==> src/design/sha_pkg.sv <==
// shared types, constants and functions of the sha-256 stream hasher
// no dependencies
package sha_pkg;
   localparam int QueueDepth = 4;
   localparam logic OpAbsorb = 1'b0;
   localparam logic OpFinish = 1'b1;

   typedef struct packed {
      logic       op;
      logic [7:0] data_byte;
   } item_type;

   typedef enum logic [2:0] {
      ST_IDLE, ST_PAD, ST_LEN, ST_COMP, ST_EMIT
   } back_state_type;

   localparam logic [31:0] RoundK [64] = '{
      32'h428a2f98, 32'h71374491, 32'hb5c0fbcf, 32'he9b5dba5, 32'h3956c25b,
      32'h59f111f1, 32'h923f82a4, 32'hab1c5ed5, 32'hd807aa98, 32'h12835b01,
      32'h243185be, 32'h550c7dc3, 32'h72be5d74, 32'h80deb1fe, 32'h9bdc06a7,
      32'hc19bf174, 32'he49b69c1, 32'hefbe4786, 32'h0fc19dc6, 32'h240ca1cc,
      32'h2de92c6f, 32'h4a7484aa, 32'h5cb0a9dc, 32'h76f988da, 32'h983e5152,
      32'ha831c66d, 32'hb00327c8, 32'hbf597fc7, 32'hc6e00bf3, 32'hd5a79147,
      32'h06ca6351, 32'h14292967, 32'h27b70a85, 32'h2e1b2138, 32'h4d2c6dfc,
      32'h53380d13, 32'h650a7354, 32'h766a0abb, 32'h81c2c92e, 32'h92722c85,
      32'ha2bfe8a1, 32'ha81a664b, 32'hc24b8b70, 32'hc76c51a3, 32'hd192e819,
      32'hd6990624, 32'hf40e3585, 32'h106aa070, 32'h19a4c116, 32'h1e376c08,
      32'h2748774c, 32'h34b0bcb5, 32'h391c0cb3, 32'h4ed8aa4a, 32'h5b9cca4f,
      32'h682e6ff3, 32'h748f82ee, 32'h78a5636f, 32'h84c87814, 32'h8cc70208,
      32'h90befffa, 32'ha4506ceb, 32'hbef9a3f7, 32'hc67178f2
   };

   localparam logic [31:0] InitH [8] = '{
      32'h6a09e667, 32'hbb67ae85, 32'h3c6ef372, 32'ha54ff53a,
      32'h510e527f, 32'h9b05688c, 32'h1f83d9ab, 32'h5be0cd19
   };

   function automatic logic [31:0] rotr(input logic [31:0] x, input int n);
      return (x >> n) | (x << (32 - n));
   endfunction
endpackage

==> src/design/sha_ifc.sv <==
// valid/ready channel interfaces for request and response items
// depends on nothing
interface sha_req_ifc;
   logic       valid;
   logic       ready;
   logic       op;
   logic [7:0] data_byte;
   modport source (output valid, op, data_byte, input ready);
   modport sink (input valid, op, data_byte, output ready);
endinterface

interface sha_rsp_ifc;
   logic        valid;
   logic        ready;
   logic [31:0] digest_word;
   logic [2:0]  word_index;
   logic        last_word;
   modport source (output valid, digest_word, word_index, last_word, input ready);
   modport sink (input valid, digest_word, word_index, last_word, output ready);
endinterface

==> src/design/sha_ram.sv <==
// generic simple dual-port ram (one write port, one read port) with registered read
// no dependencies
module sha_ram #(
   parameter int Width = 8,
   parameter int Depth = 64
) (
   input  logic                     clock,
   input  logic                     wr_en,
   input  logic [$clog2(Depth)-1:0] wr_addr,
   input  logic [Width-1:0]         wr_data,
   input  logic [$clog2(Depth)-1:0] rd_addr,
   output logic [Width-1:0]         rd_data
);
   logic [Width-1:0] mem_ff [Depth];

   always_ff @(posedge clock) begin
      if (wr_en) begin
         mem_ff[wr_addr] <= wr_data;
      end
      rd_data <= mem_ff[rd_addr];
   end
endmodule

==> src/design/sha_front.sv <==
// front end: accepts request items into a short queue
// depends on sha_pkg and sha_ifc
module sha_front #(
   parameter int Depth = 4
) (
   input  logic clock,
   input  logic reset,
   sha_req_ifc.sink req,
   output sha_pkg::item_type q_item,
   output logic q_valid,
   input  logic q_pop
);
   import sha_pkg::*;
   localparam int AW = $clog2(Depth);

   item_type       mem_ff [Depth];
   logic [AW-1:0]  wr_ff, rd_ff;
   logic [AW:0]    cnt_ff;
   logic           push;
   logic           pop;

   assign req.ready = (cnt_ff != (AW+1)'(Depth));
   assign push = req.valid && req.ready;
   assign q_valid = (cnt_ff != '0);
   assign pop = q_pop && q_valid;
   assign q_item = mem_ff[rd_ff];

   always_ff @(posedge clock) begin
      if (reset) begin
         wr_ff <= '0;
         rd_ff <= '0;
         cnt_ff <= '0;
      end else begin
         if (push) wr_ff <= (wr_ff == AW'(Depth - 1)) ? '0 : wr_ff + 1'b1;
         if (pop) rd_ff <= (rd_ff == AW'(Depth - 1)) ? '0 : rd_ff + 1'b1;
         cnt_ff <= cnt_ff + (AW+1)'(push) - (AW+1)'(pop);
      end
      if (push) mem_ff[wr_ff] <= '{op: req.op, data_byte: req.data_byte};
   end
endmodule

==> src/design/sha_back.sv <==
// back end: block buffer, padding sequencer, round engine, digest output
// depends on sha_pkg, sha_ifc and sha_ram
module sha_back (
   input  logic clock,
   input  logic reset,
   input  sha_pkg::item_type q_item,
   input  logic q_valid,
   output logic q_pop,
   sha_rsp_ifc.source rsp
);
   import sha_pkg::*;

   // round engine schedule: setup, byte loads, rounds, final add
   localparam logic [7:0] LoadLast   = 8'd64;
   localparam logic [7:0] RoundFirst = 8'd65;
   localparam logic [7:0] RoundLast  = 8'd128;
   localparam logic [7:0] AddCycle   = 8'd129;
   localparam logic [5:0] LenPos     = 6'd56;
   localparam logic [5:0] BlockEnd   = 6'd63;
   localparam logic [7:0] PadByte    = 8'h80;

   back_state_type state_ff, state_in;
   logic [5:0]  fill_ff, fill_in;
   logic [60:0] len_ff, len_in;
   logic        spill_ff, spill_in;
   logic        last_blk_ff, last_blk_in;
   logic [7:0]  cnt_ff, cnt_in;
   logic [2:0]  emit_ff, emit_in;
   logic [31:0] h_ff [8];
   logic [31:0] v_ff [8];
   logic [31:0] w_ff [16];

   logic        wr_en;
   logic [5:0]  wr_addr;
   logic [7:0]  wr_data;
   logic [5:0]  rd_addr;
   logic [7:0]  rd_data;
   logic [63:0] bits;
   logic [2:0]  len_sel;
   logic [31:0] t1, t2, s0, s1, wn;
   logic [5:0]  rt;

   sha_ram #(.Width(8), .Depth(64)) u_buf (
      .clock(clock), .wr_en(wr_en), .wr_addr(wr_addr), .wr_data(wr_data),
      .rd_addr(rd_addr), .rd_data(rd_data)
   );

   assign bits = {len_ff, 3'b000};
   assign rd_addr = cnt_ff[5:0];

   // next state
   always_comb begin
      state_in = state_ff;
      unique case (state_ff)
         ST_IDLE: begin
            if (q_valid) begin
               if (q_item.op == OpFinish) state_in = ST_PAD;
               else if (fill_ff == BlockEnd) state_in = ST_COMP;
            end
         end
         ST_PAD: begin
            // a spilled pad fills to the block end first, else stops at the length
            if (spill_ff) begin
               if (fill_ff == 6'd0) state_in = ST_COMP;
            end else if (fill_ff == LenPos) begin
               state_in = ST_LEN;
            end
         end
         ST_LEN: begin
            if (fill_ff == BlockEnd) state_in = ST_COMP;
         end
         ST_COMP: begin
            if (cnt_ff == AddCycle) begin
               if (last_blk_ff) state_in = ST_EMIT;
               else if (spill_ff) state_in = ST_PAD;
               else state_in = ST_IDLE;
            end
         end
         ST_EMIT: begin
            if (rsp.ready && emit_ff == 3'd7) state_in = ST_IDLE;
         end
         default: state_in = ST_IDLE;
      endcase
   end

   // outputs of the sequencer
   always_comb begin
      q_pop = 1'b0;
      wr_en = 1'b0;
      wr_addr = fill_ff;
      wr_data = 8'h00;
      len_sel = ~fill_ff[2:0];
      fill_in = fill_ff;
      len_in = len_ff;
      spill_in = spill_ff;
      last_blk_in = last_blk_ff;
      cnt_in = 8'd0;
      emit_in = emit_ff;
      unique case (state_ff)
         ST_IDLE: begin
            q_pop = q_valid;
            if (q_valid) begin
               wr_en = 1'b1;
               fill_in = fill_ff + 6'd1;
               if (q_item.op == OpFinish) begin
                  wr_data = PadByte;
                  spill_in = (fill_ff >= LenPos);
               end else begin
                  wr_data = q_item.data_byte;
                  len_in = len_ff + 61'd1;
               end
            end
         end
         ST_PAD: begin
            if (spill_ff ? (fill_ff != 6'd0) : (fill_ff != LenPos)) begin
               wr_en = 1'b1;
               fill_in = fill_ff + 6'd1;
            end
         end
         ST_LEN: begin
            // bit length, most significant byte first
            wr_en = 1'b1;
            wr_data = bits[{len_sel, 3'b000} +: 8];
            fill_in = fill_ff + 6'd1;
            if (fill_ff == BlockEnd) last_blk_in = 1'b1;
         end
         ST_COMP: begin
            if (cnt_ff != AddCycle) cnt_in = cnt_ff + 8'd1;
            else spill_in = 1'b0;
         end
         ST_EMIT: begin
            if (rsp.ready) begin
               emit_in = emit_ff + 3'd1;
               if (emit_ff == 3'd7) begin
                  len_in = '0;
                  last_blk_in = 1'b0;
               end
            end
         end
         default: ;
      endcase
   end

   // round engine: one setup step, 64 byte loads (ram read is registered), 64 rounds
   always_comb begin
      rt = 6'(cnt_ff - RoundFirst);
      s0 = rotr(w_ff[1], 7) ^ rotr(w_ff[1], 18) ^ (w_ff[1] >> 3);
      s1 = rotr(w_ff[14], 17) ^ rotr(w_ff[14], 19) ^ (w_ff[14] >> 10);
      wn = w_ff[0] + s0 + w_ff[9] + s1;
      t1 = v_ff[7] + (rotr(v_ff[4], 6) ^ rotr(v_ff[4], 11) ^ rotr(v_ff[4], 25))
         + ((v_ff[4] & v_ff[5]) ^ (~v_ff[4] & v_ff[6])) + RoundK[rt] + w_ff[0];
      t2 = (rotr(v_ff[0], 2) ^ rotr(v_ff[0], 13) ^ rotr(v_ff[0], 22))
         + ((v_ff[0] & v_ff[1]) ^ (v_ff[0] & v_ff[2]) ^ (v_ff[1] & v_ff[2]));
   end

   always_ff @(posedge clock) begin
      if (state_ff == ST_COMP) begin
         if (cnt_ff == 8'd0) begin
            for (int i = 0; i < 8; i++) v_ff[i] <= h_ff[i];
         end
         if (cnt_ff >= 8'd1 && cnt_ff <= LoadLast) begin
            // whole window moves one byte, byte 0 ends at the top of word 0
            for (int i = 0; i < 15; i++) w_ff[i] <= {w_ff[i][23:0], w_ff[i+1][31:24]};
            w_ff[15] <= {w_ff[15][23:0], rd_data};
         end else if (cnt_ff >= RoundFirst && cnt_ff <= RoundLast) begin
            for (int i = 0; i < 15; i++) w_ff[i] <= w_ff[i+1];
            w_ff[15] <= wn;
            v_ff[7] <= v_ff[6]; v_ff[6] <= v_ff[5]; v_ff[5] <= v_ff[4];
            v_ff[4] <= v_ff[3] + t1;
            v_ff[3] <= v_ff[2]; v_ff[2] <= v_ff[1]; v_ff[1] <= v_ff[0];
            v_ff[0] <= t1 + t2;
         end
      end
   end

   always_ff @(posedge clock) begin
      if (reset) begin
         state_ff <= ST_IDLE;
         fill_ff <= '0;
         len_ff <= '0;
         spill_ff <= 1'b0;
         last_blk_ff <= 1'b0;
         cnt_ff <= '0;
         emit_ff <= '0;
         for (int i = 0; i < 8; i++) h_ff[i] <= InitH[i];
      end else begin
         state_ff <= state_in;
         fill_ff <= fill_in;
         len_ff <= len_in;
         spill_ff <= spill_in;
         last_blk_ff <= last_blk_in;
         cnt_ff <= cnt_in;
         emit_ff <= emit_in;
         if (state_ff == ST_COMP && cnt_ff == AddCycle) begin
            for (int i = 0; i < 8; i++) h_ff[i] <= h_ff[i] + v_ff[i];
         end else if (state_ff == ST_EMIT && rsp.ready && emit_ff == 3'd7) begin
            for (int i = 0; i < 8; i++) h_ff[i] <= InitH[i];
         end
      end
   end

   assign rsp.valid = (state_ff == ST_EMIT);
   assign rsp.digest_word = h_ff[emit_ff];
   assign rsp.word_index = emit_ff;
   assign rsp.last_word = (emit_ff == 3'd7);
endmodule

==> src/design/sha256_stream_hasher.sv <==
// top level of the sha-256 stream hasher
// depends on sha_pkg, sha_ifc, sha_front, sha_back
//
//  channel | dir | fields
//  req     | in  | op, data_byte
//  rsp     | out | digest_word, word_index, last_word
//
// items enter the queue one a cycle while it has room; the back end takes one a cycle while idle
// the 64th byte of a block starts a compression (one setup, 64 byte
// loads, 64 rounds, one final add), during which the back end takes no items
// finish writes the pad byte, zero fill and eight length bytes, runs one or two
// compressions, then holds each of the eight digest items while rsp.ready is low
// synchronous active-high reset restores the initial hash values
module sha256_stream_hasher #(
   parameter int QDepth = sha_pkg::QueueDepth
) (
   input logic clock,
   input logic reset,
   sha_req_ifc.sink req,
   sha_rsp_ifc.source rsp
);
   import sha_pkg::*;

   item_type q_item;
   logic     q_valid;
   logic     q_pop;

   // queue between acceptance and execution
   sha_front #(.Depth(QDepth)) u_front (
      .clock(clock), .reset(reset), .req(req),
      .q_item(q_item), .q_valid(q_valid), .q_pop(q_pop)
   );

   // buffer, padding and compression
   sha_back u_back (
      .clock(clock), .reset(reset), .q_item(q_item), .q_valid(q_valid),
      .q_pop(q_pop), .rsp(rsp)
   );
endmodule

==> src/flat_wrapper.sv <==
// flat-port wrapper written by rule: the top's interface ports become plain ports
module sha256_stream_hasher_flat import sha_pkg::*;
#(
   parameter int QDepth = sha_pkg::QueueDepth
)
  (clock, reset, req_valid, req_op, req_data_byte, req_ready, rsp_valid, rsp_digest_word, rsp_word_index, rsp_last_word, rsp_ready);
  sha_req_ifc req_i ();
  sha_rsp_ifc rsp_i ();
  input logic clock;
  input logic reset;
  input wire logic [$bits(req_i.valid)-1:0] req_valid;
  input wire logic [$bits(req_i.op)-1:0] req_op;
  input wire logic [$bits(req_i.data_byte)-1:0] req_data_byte;
  output wire logic [$bits(req_i.ready)-1:0] req_ready;
  output wire logic [$bits(rsp_i.valid)-1:0] rsp_valid;
  output wire logic [$bits(rsp_i.digest_word)-1:0] rsp_digest_word;
  output wire logic [$bits(rsp_i.word_index)-1:0] rsp_word_index;
  output wire logic [$bits(rsp_i.last_word)-1:0] rsp_last_word;
  input wire logic [$bits(rsp_i.ready)-1:0] rsp_ready;
  assign req_i.valid = req_valid;
  assign req_i.op = req_op;
  assign req_i.data_byte = req_data_byte;
  assign req_ready = req_i.ready;
  assign rsp_valid = rsp_i.valid;
  assign rsp_digest_word = rsp_i.digest_word;
  assign rsp_word_index = rsp_i.word_index;
  assign rsp_last_word = rsp_i.last_word;
  assign rsp_i.ready = rsp_ready;
  sha256_stream_hasher #(.QDepth(QDepth)) u_core (.clock(clock), .reset(reset), .req(req_i), .rsp(rsp_i));
endmodule
==> config.mk <==
export PLATFORM = sky130hd
export DESIGN_NAME = sha256_stream_hasher_flat
export DESIGN_NICKNAME = d
export VERILOG_FILES = /design/src/design/sha_pkg.sv /design/src/design/sha_ifc.sv /design/src/design/sha_ram.sv /design/src/design/sha_front.sv /design/src/design/sha_back.sv /design/src/design/sha256_stream_hasher.sv /design/src/flat_wrapper.sv
export SDC_FILE = /design/constraint.sdc
export NUM_CORES = 2
export LEC_CHECK = 0
export BUFFER_PORTS_ARGS = -buffer_cell sky130_fd_sc_hd__buf_2
export CAP_MARGIN = 20
export CELL_PAD_IN_SITES_DETAIL_PLACEMENT = 1
export CELL_PAD_IN_SITES_GLOBAL_PLACEMENT = 2
export CORE_MARGIN = 10
export CORE_UTILIZATION = 43
export CTS_CLUSTER_DIAMETER = 100
export DETAILED_ROUTE_END_ITERATION = 7
export GPL_TIMING_DRIVEN = 0
export PLACE_DENSITY_LB_ADDON = 0.12
export SLEW_MARGIN = 0
export SYNTH_ARGS = -nofsm -noshare
export SYNTH_HDL_FRONTEND = slang
export SYNTH_SLANG_ARGS = --single-unit
==> constraint.sdc <==
create_clock -name clock -period 19 [get_ports clock]
set_input_delay 0.95 -clock clock [delete_from_list [all_inputs] [get_ports clock]]
set_output_delay 0.95 -clock clock [all_outputs]
set_load 0.02 [all_outputs]
==> results.toml <==
[detailed_routing]
viasPerCell = 5.84
drtAntennaViolNets = 0
routed_wl_um = 385000
drt_iter0_drc = 6925
wire_per_inst_um = 30.0
drc_errors = 0
first_pass_iters = 6
vias = 74999

[synthesis]
synth_seq_area_share_pct = 49.6
ys_ff_latch = 1675
muxShareOfSynthArea_pct = 6.14
synth-compound-area-share_pct = 10.8
yosysWarnings = 0
synth_fp_nets = 9965
yosysTopAreaCellShare_pct = 44.8
synth_edf_count = 1444
ys.flop_type = "edfxtp_1"
synthAdderAreaFrac_pct = 9.36
ys_types = 99
synth_cells = 9350
avgSynthCellArea_um2 = 10.4
syn_area_mm2 = 0.0968
yosys.area.top_type = "edfxtp_1"
synth_xor_area_share_pct = 5.73
yosysMostFrequentCell = "nand2_1"
async_reset_ff_share_pct = 0
synthTopCellsByArea = "edfxtp_1 (45%), nand2_1 (9.8%), ha_1 (5.2%)"
synth_top_family_by_area = "simple AND/OR/NAND/NOR gates"
synthSimpleGateAreaFrac_pct = 14.9
synth_common_cells = "nand2_1 (2523), edfxtp_1 (1444), a21oi_1 (494)"

[critical_path]
slowest_delay_ns = 0.92
cp.arrival_ns = 15.65
end_kind = "flop"
critPathLaunchType = "flop"
cpMaxStageDelayCell = "clkinv_1"
path_class = "reg -> reg"
cpMostUsedCell = "ha_1"
cp.required_ns = 19.57
worstPathMaxFanout = 15

[sta]
hold_viol = 0
finalMaxSlewViolations = 0
max_freq_ghz = 0.0663
hold_ws_ns = 0.266
fin_crit_sh_pct = 79.4
slew_headroom_pct = 16.4
skew_ns = 0.141
setup-violations-final = 0
min_period_ns = 15.08
grt_setup_unrepaired = "no"
worst_pin_slew_ns = 1.25
fin_ws_ns = 3.92

[floorplan]
initial_utilization_pct = 43.1
core_area_mm2 = 0.224
row_count = 174
top_level_ports = 51
die_y_um = 494
die_x_um = 494
die-area_mm2 = 0.244

[cts]
cts_made_buffers = 194
post_cts_resized = 0
cts.path.max_buffers = 3
cts_setup_buffers = 0
cts_tree = "yes"
cts-htree-levels = 4
cts_hold_buf = 0
clk_pin_slew_worst_paths_ns = 0.06
cts.sinks = 1675
cts-root-buf = "clkbuf_16"
worst_skew_pair.late_latency_ns = 0.94

[cells_and_area]
fill_cells = 24444
fin_util_pct = 48.6
final_cells = 12850
drive_gt1_share_pct = 7.66
area_growth_pct = 12.6
final_net_count = 10293

[global_route]
grt_pass1_wl_um = 551000
grt_max_degree = 68
grt_pass1_vias = 77194
grt.total_usage_pct = 30.7
antenna_found_initial = 22
gr-total-overflow = 0

[placed_design]
port-buffer-count = 50
place.gp.congestion = 0.976
dp_hpwl_um = 301000
dp_slack_ns = 4.06
placed_cells = 12470

[power]
power.density_mw_per_mm2 = 111
p_leak_uw = 0.0417
total_power_uw = 12100
ir_worst_vdd_v = 0.000143

[flow_run]
cap_violations = 0

[hold_path]
hold_path_class = "in -> reg"

[run_status]
status = "finished, final reports clean"
[state kept, by name, summed over array words and instances, names as in the netlist, named ones only]
signal                        count
u_core.u_back.u_buf.mem_ff      512
u_core.u_back.spill_ff            1
u_core.u_back.last_blk_ff         1
u_core.u_back.rsp.word_index      3
u_core.u_front.mem_ff            36
u_core.u_back.len_ff             61
u_core.u_back.fill_ff             6
u_core.u_front.wr_ff              2
u_core.u_back.cnt_ff              8
u_core.u_front.rd_ff              2
u_core.u_back.h_ff              256
u_core.u_back.w_ff              512
u_core.u_front.cnt_ff             3
u_core.u_back.u_buf.rd_data       8
u_core.u_back.v_ff              256
u_core.u_back.state_ff            3
[final timing paths]
path,startpoint,endpoint,slack [ns],cells past startpoint
worst max register to register,u_core.u_back.cnt_ff[1]$_SDFF_PP0_,u_core.u_back.v_ff[0][30]$_DFFE_PP_,3.92,46
worst max-delay path,u_core.u_back.cnt_ff[1]$_SDFF_PP0_,u_core.u_back.v_ff[0][30]$_DFFE_PP_,3.92,46
worst min register to register,u_core.u_back.u_buf.rd_data[5]$_DFF_P_,u_core.u_back.w_ff[1][229]$_DFFE_PP_,0.50,2
worst min-delay path,req_data_byte[5],u_core.u_front.mem_ff[2][5]$_DFFE_PP_,0.27,1
[cell usage in the layout (no fill, tap or decap), types with 59 or more instances in the layout]
cell type,netlist,final
nand2_1,2523,2522
edfxtp_1,1444,1444
a21oi_1,494,492
nor2_1,482,482
clkbuf_1,422,461
ha_1,404,404
xnor2_1,399,399
o21ai_0,394,394
inv_1,364,363
xor2_1,234,234
dfxtp_1,231,231
a21o_1,205,205
fa_1,198,198
clkbuf_16,0,194
mux4_2,183,183
mux2i_1,127,127
nor3_1,102,102
nand3_1,92,92
buf_2,31,82
a211oi_1,80,80
buf_1,63,63
nand2b_1,59,59
o21bai_1,59,59
[kinds of logic (layout without fill, tap and decap cells)]
group	count (synthesis)	in the layout
mux	359	359
compound gates	1674	1674
flops	1675	1675
simple gates	3516	3516
fa+ha+maj	606	606
xor+xnor	633	633
buf+inv	887	1383
other cells	0	12
[metrics by stage]
stage | setup TNS (ns) | instance area, um^2
floorplan | 0 | 96800
global placement | -4392.38 | 101000
detailed placement | 0 | 102000
CTS | 0 | 109000
global route | 0 | 109000
finish | 0 | 109000
[final cells by class]
class                      instances  area [um^2]  area share [%]
tap                             2992         3740            3.43
timing repair buffer             132         1680            1.54
antenna                           12         30.0          0.0275
multi-input combinational       6788        45600            41.8
buffer                           517         2000            1.84
inverter                         370         1390            1.27
clock inverter                   117         1520            1.39
sequential                      1675        48000            44.0
clock buffer                     247         5100            4.68
[report_power, final]
group	internal (uW)	switching, uW	leakage (uW)	total (uW)
Clock	2220	1700	0.00318	3920
Sequential	4230	58.6	0.0150	4290
Combinational	1480	2450	0.0235	3940
Total	7940	4210	0.0417	12100
[worst max-delay path, delay by kind of cell, from the launching register on]
kind            cells  cell delay (ns)
buf+inv            11             4.84
xor+xnor            2             0.47
compound gates     18             3.57
simple gates        6             1.36
fa+ha+maj           9             3.95
flops               1             0.52
[metal layers]
metal / vias to the layer above / global-route usage (%) / part of all wire (%)
li1: 33501 / - / -
met1: 38438 / 41.3 / 43
met2: 2420 / 49.7 / 46
met3: 640 / 3.66 / 5.5
met4: 0 / 14.1 / 5.3
met5: - / 0 / 0
Note: power is estimated with default switching activity, not from simulation.
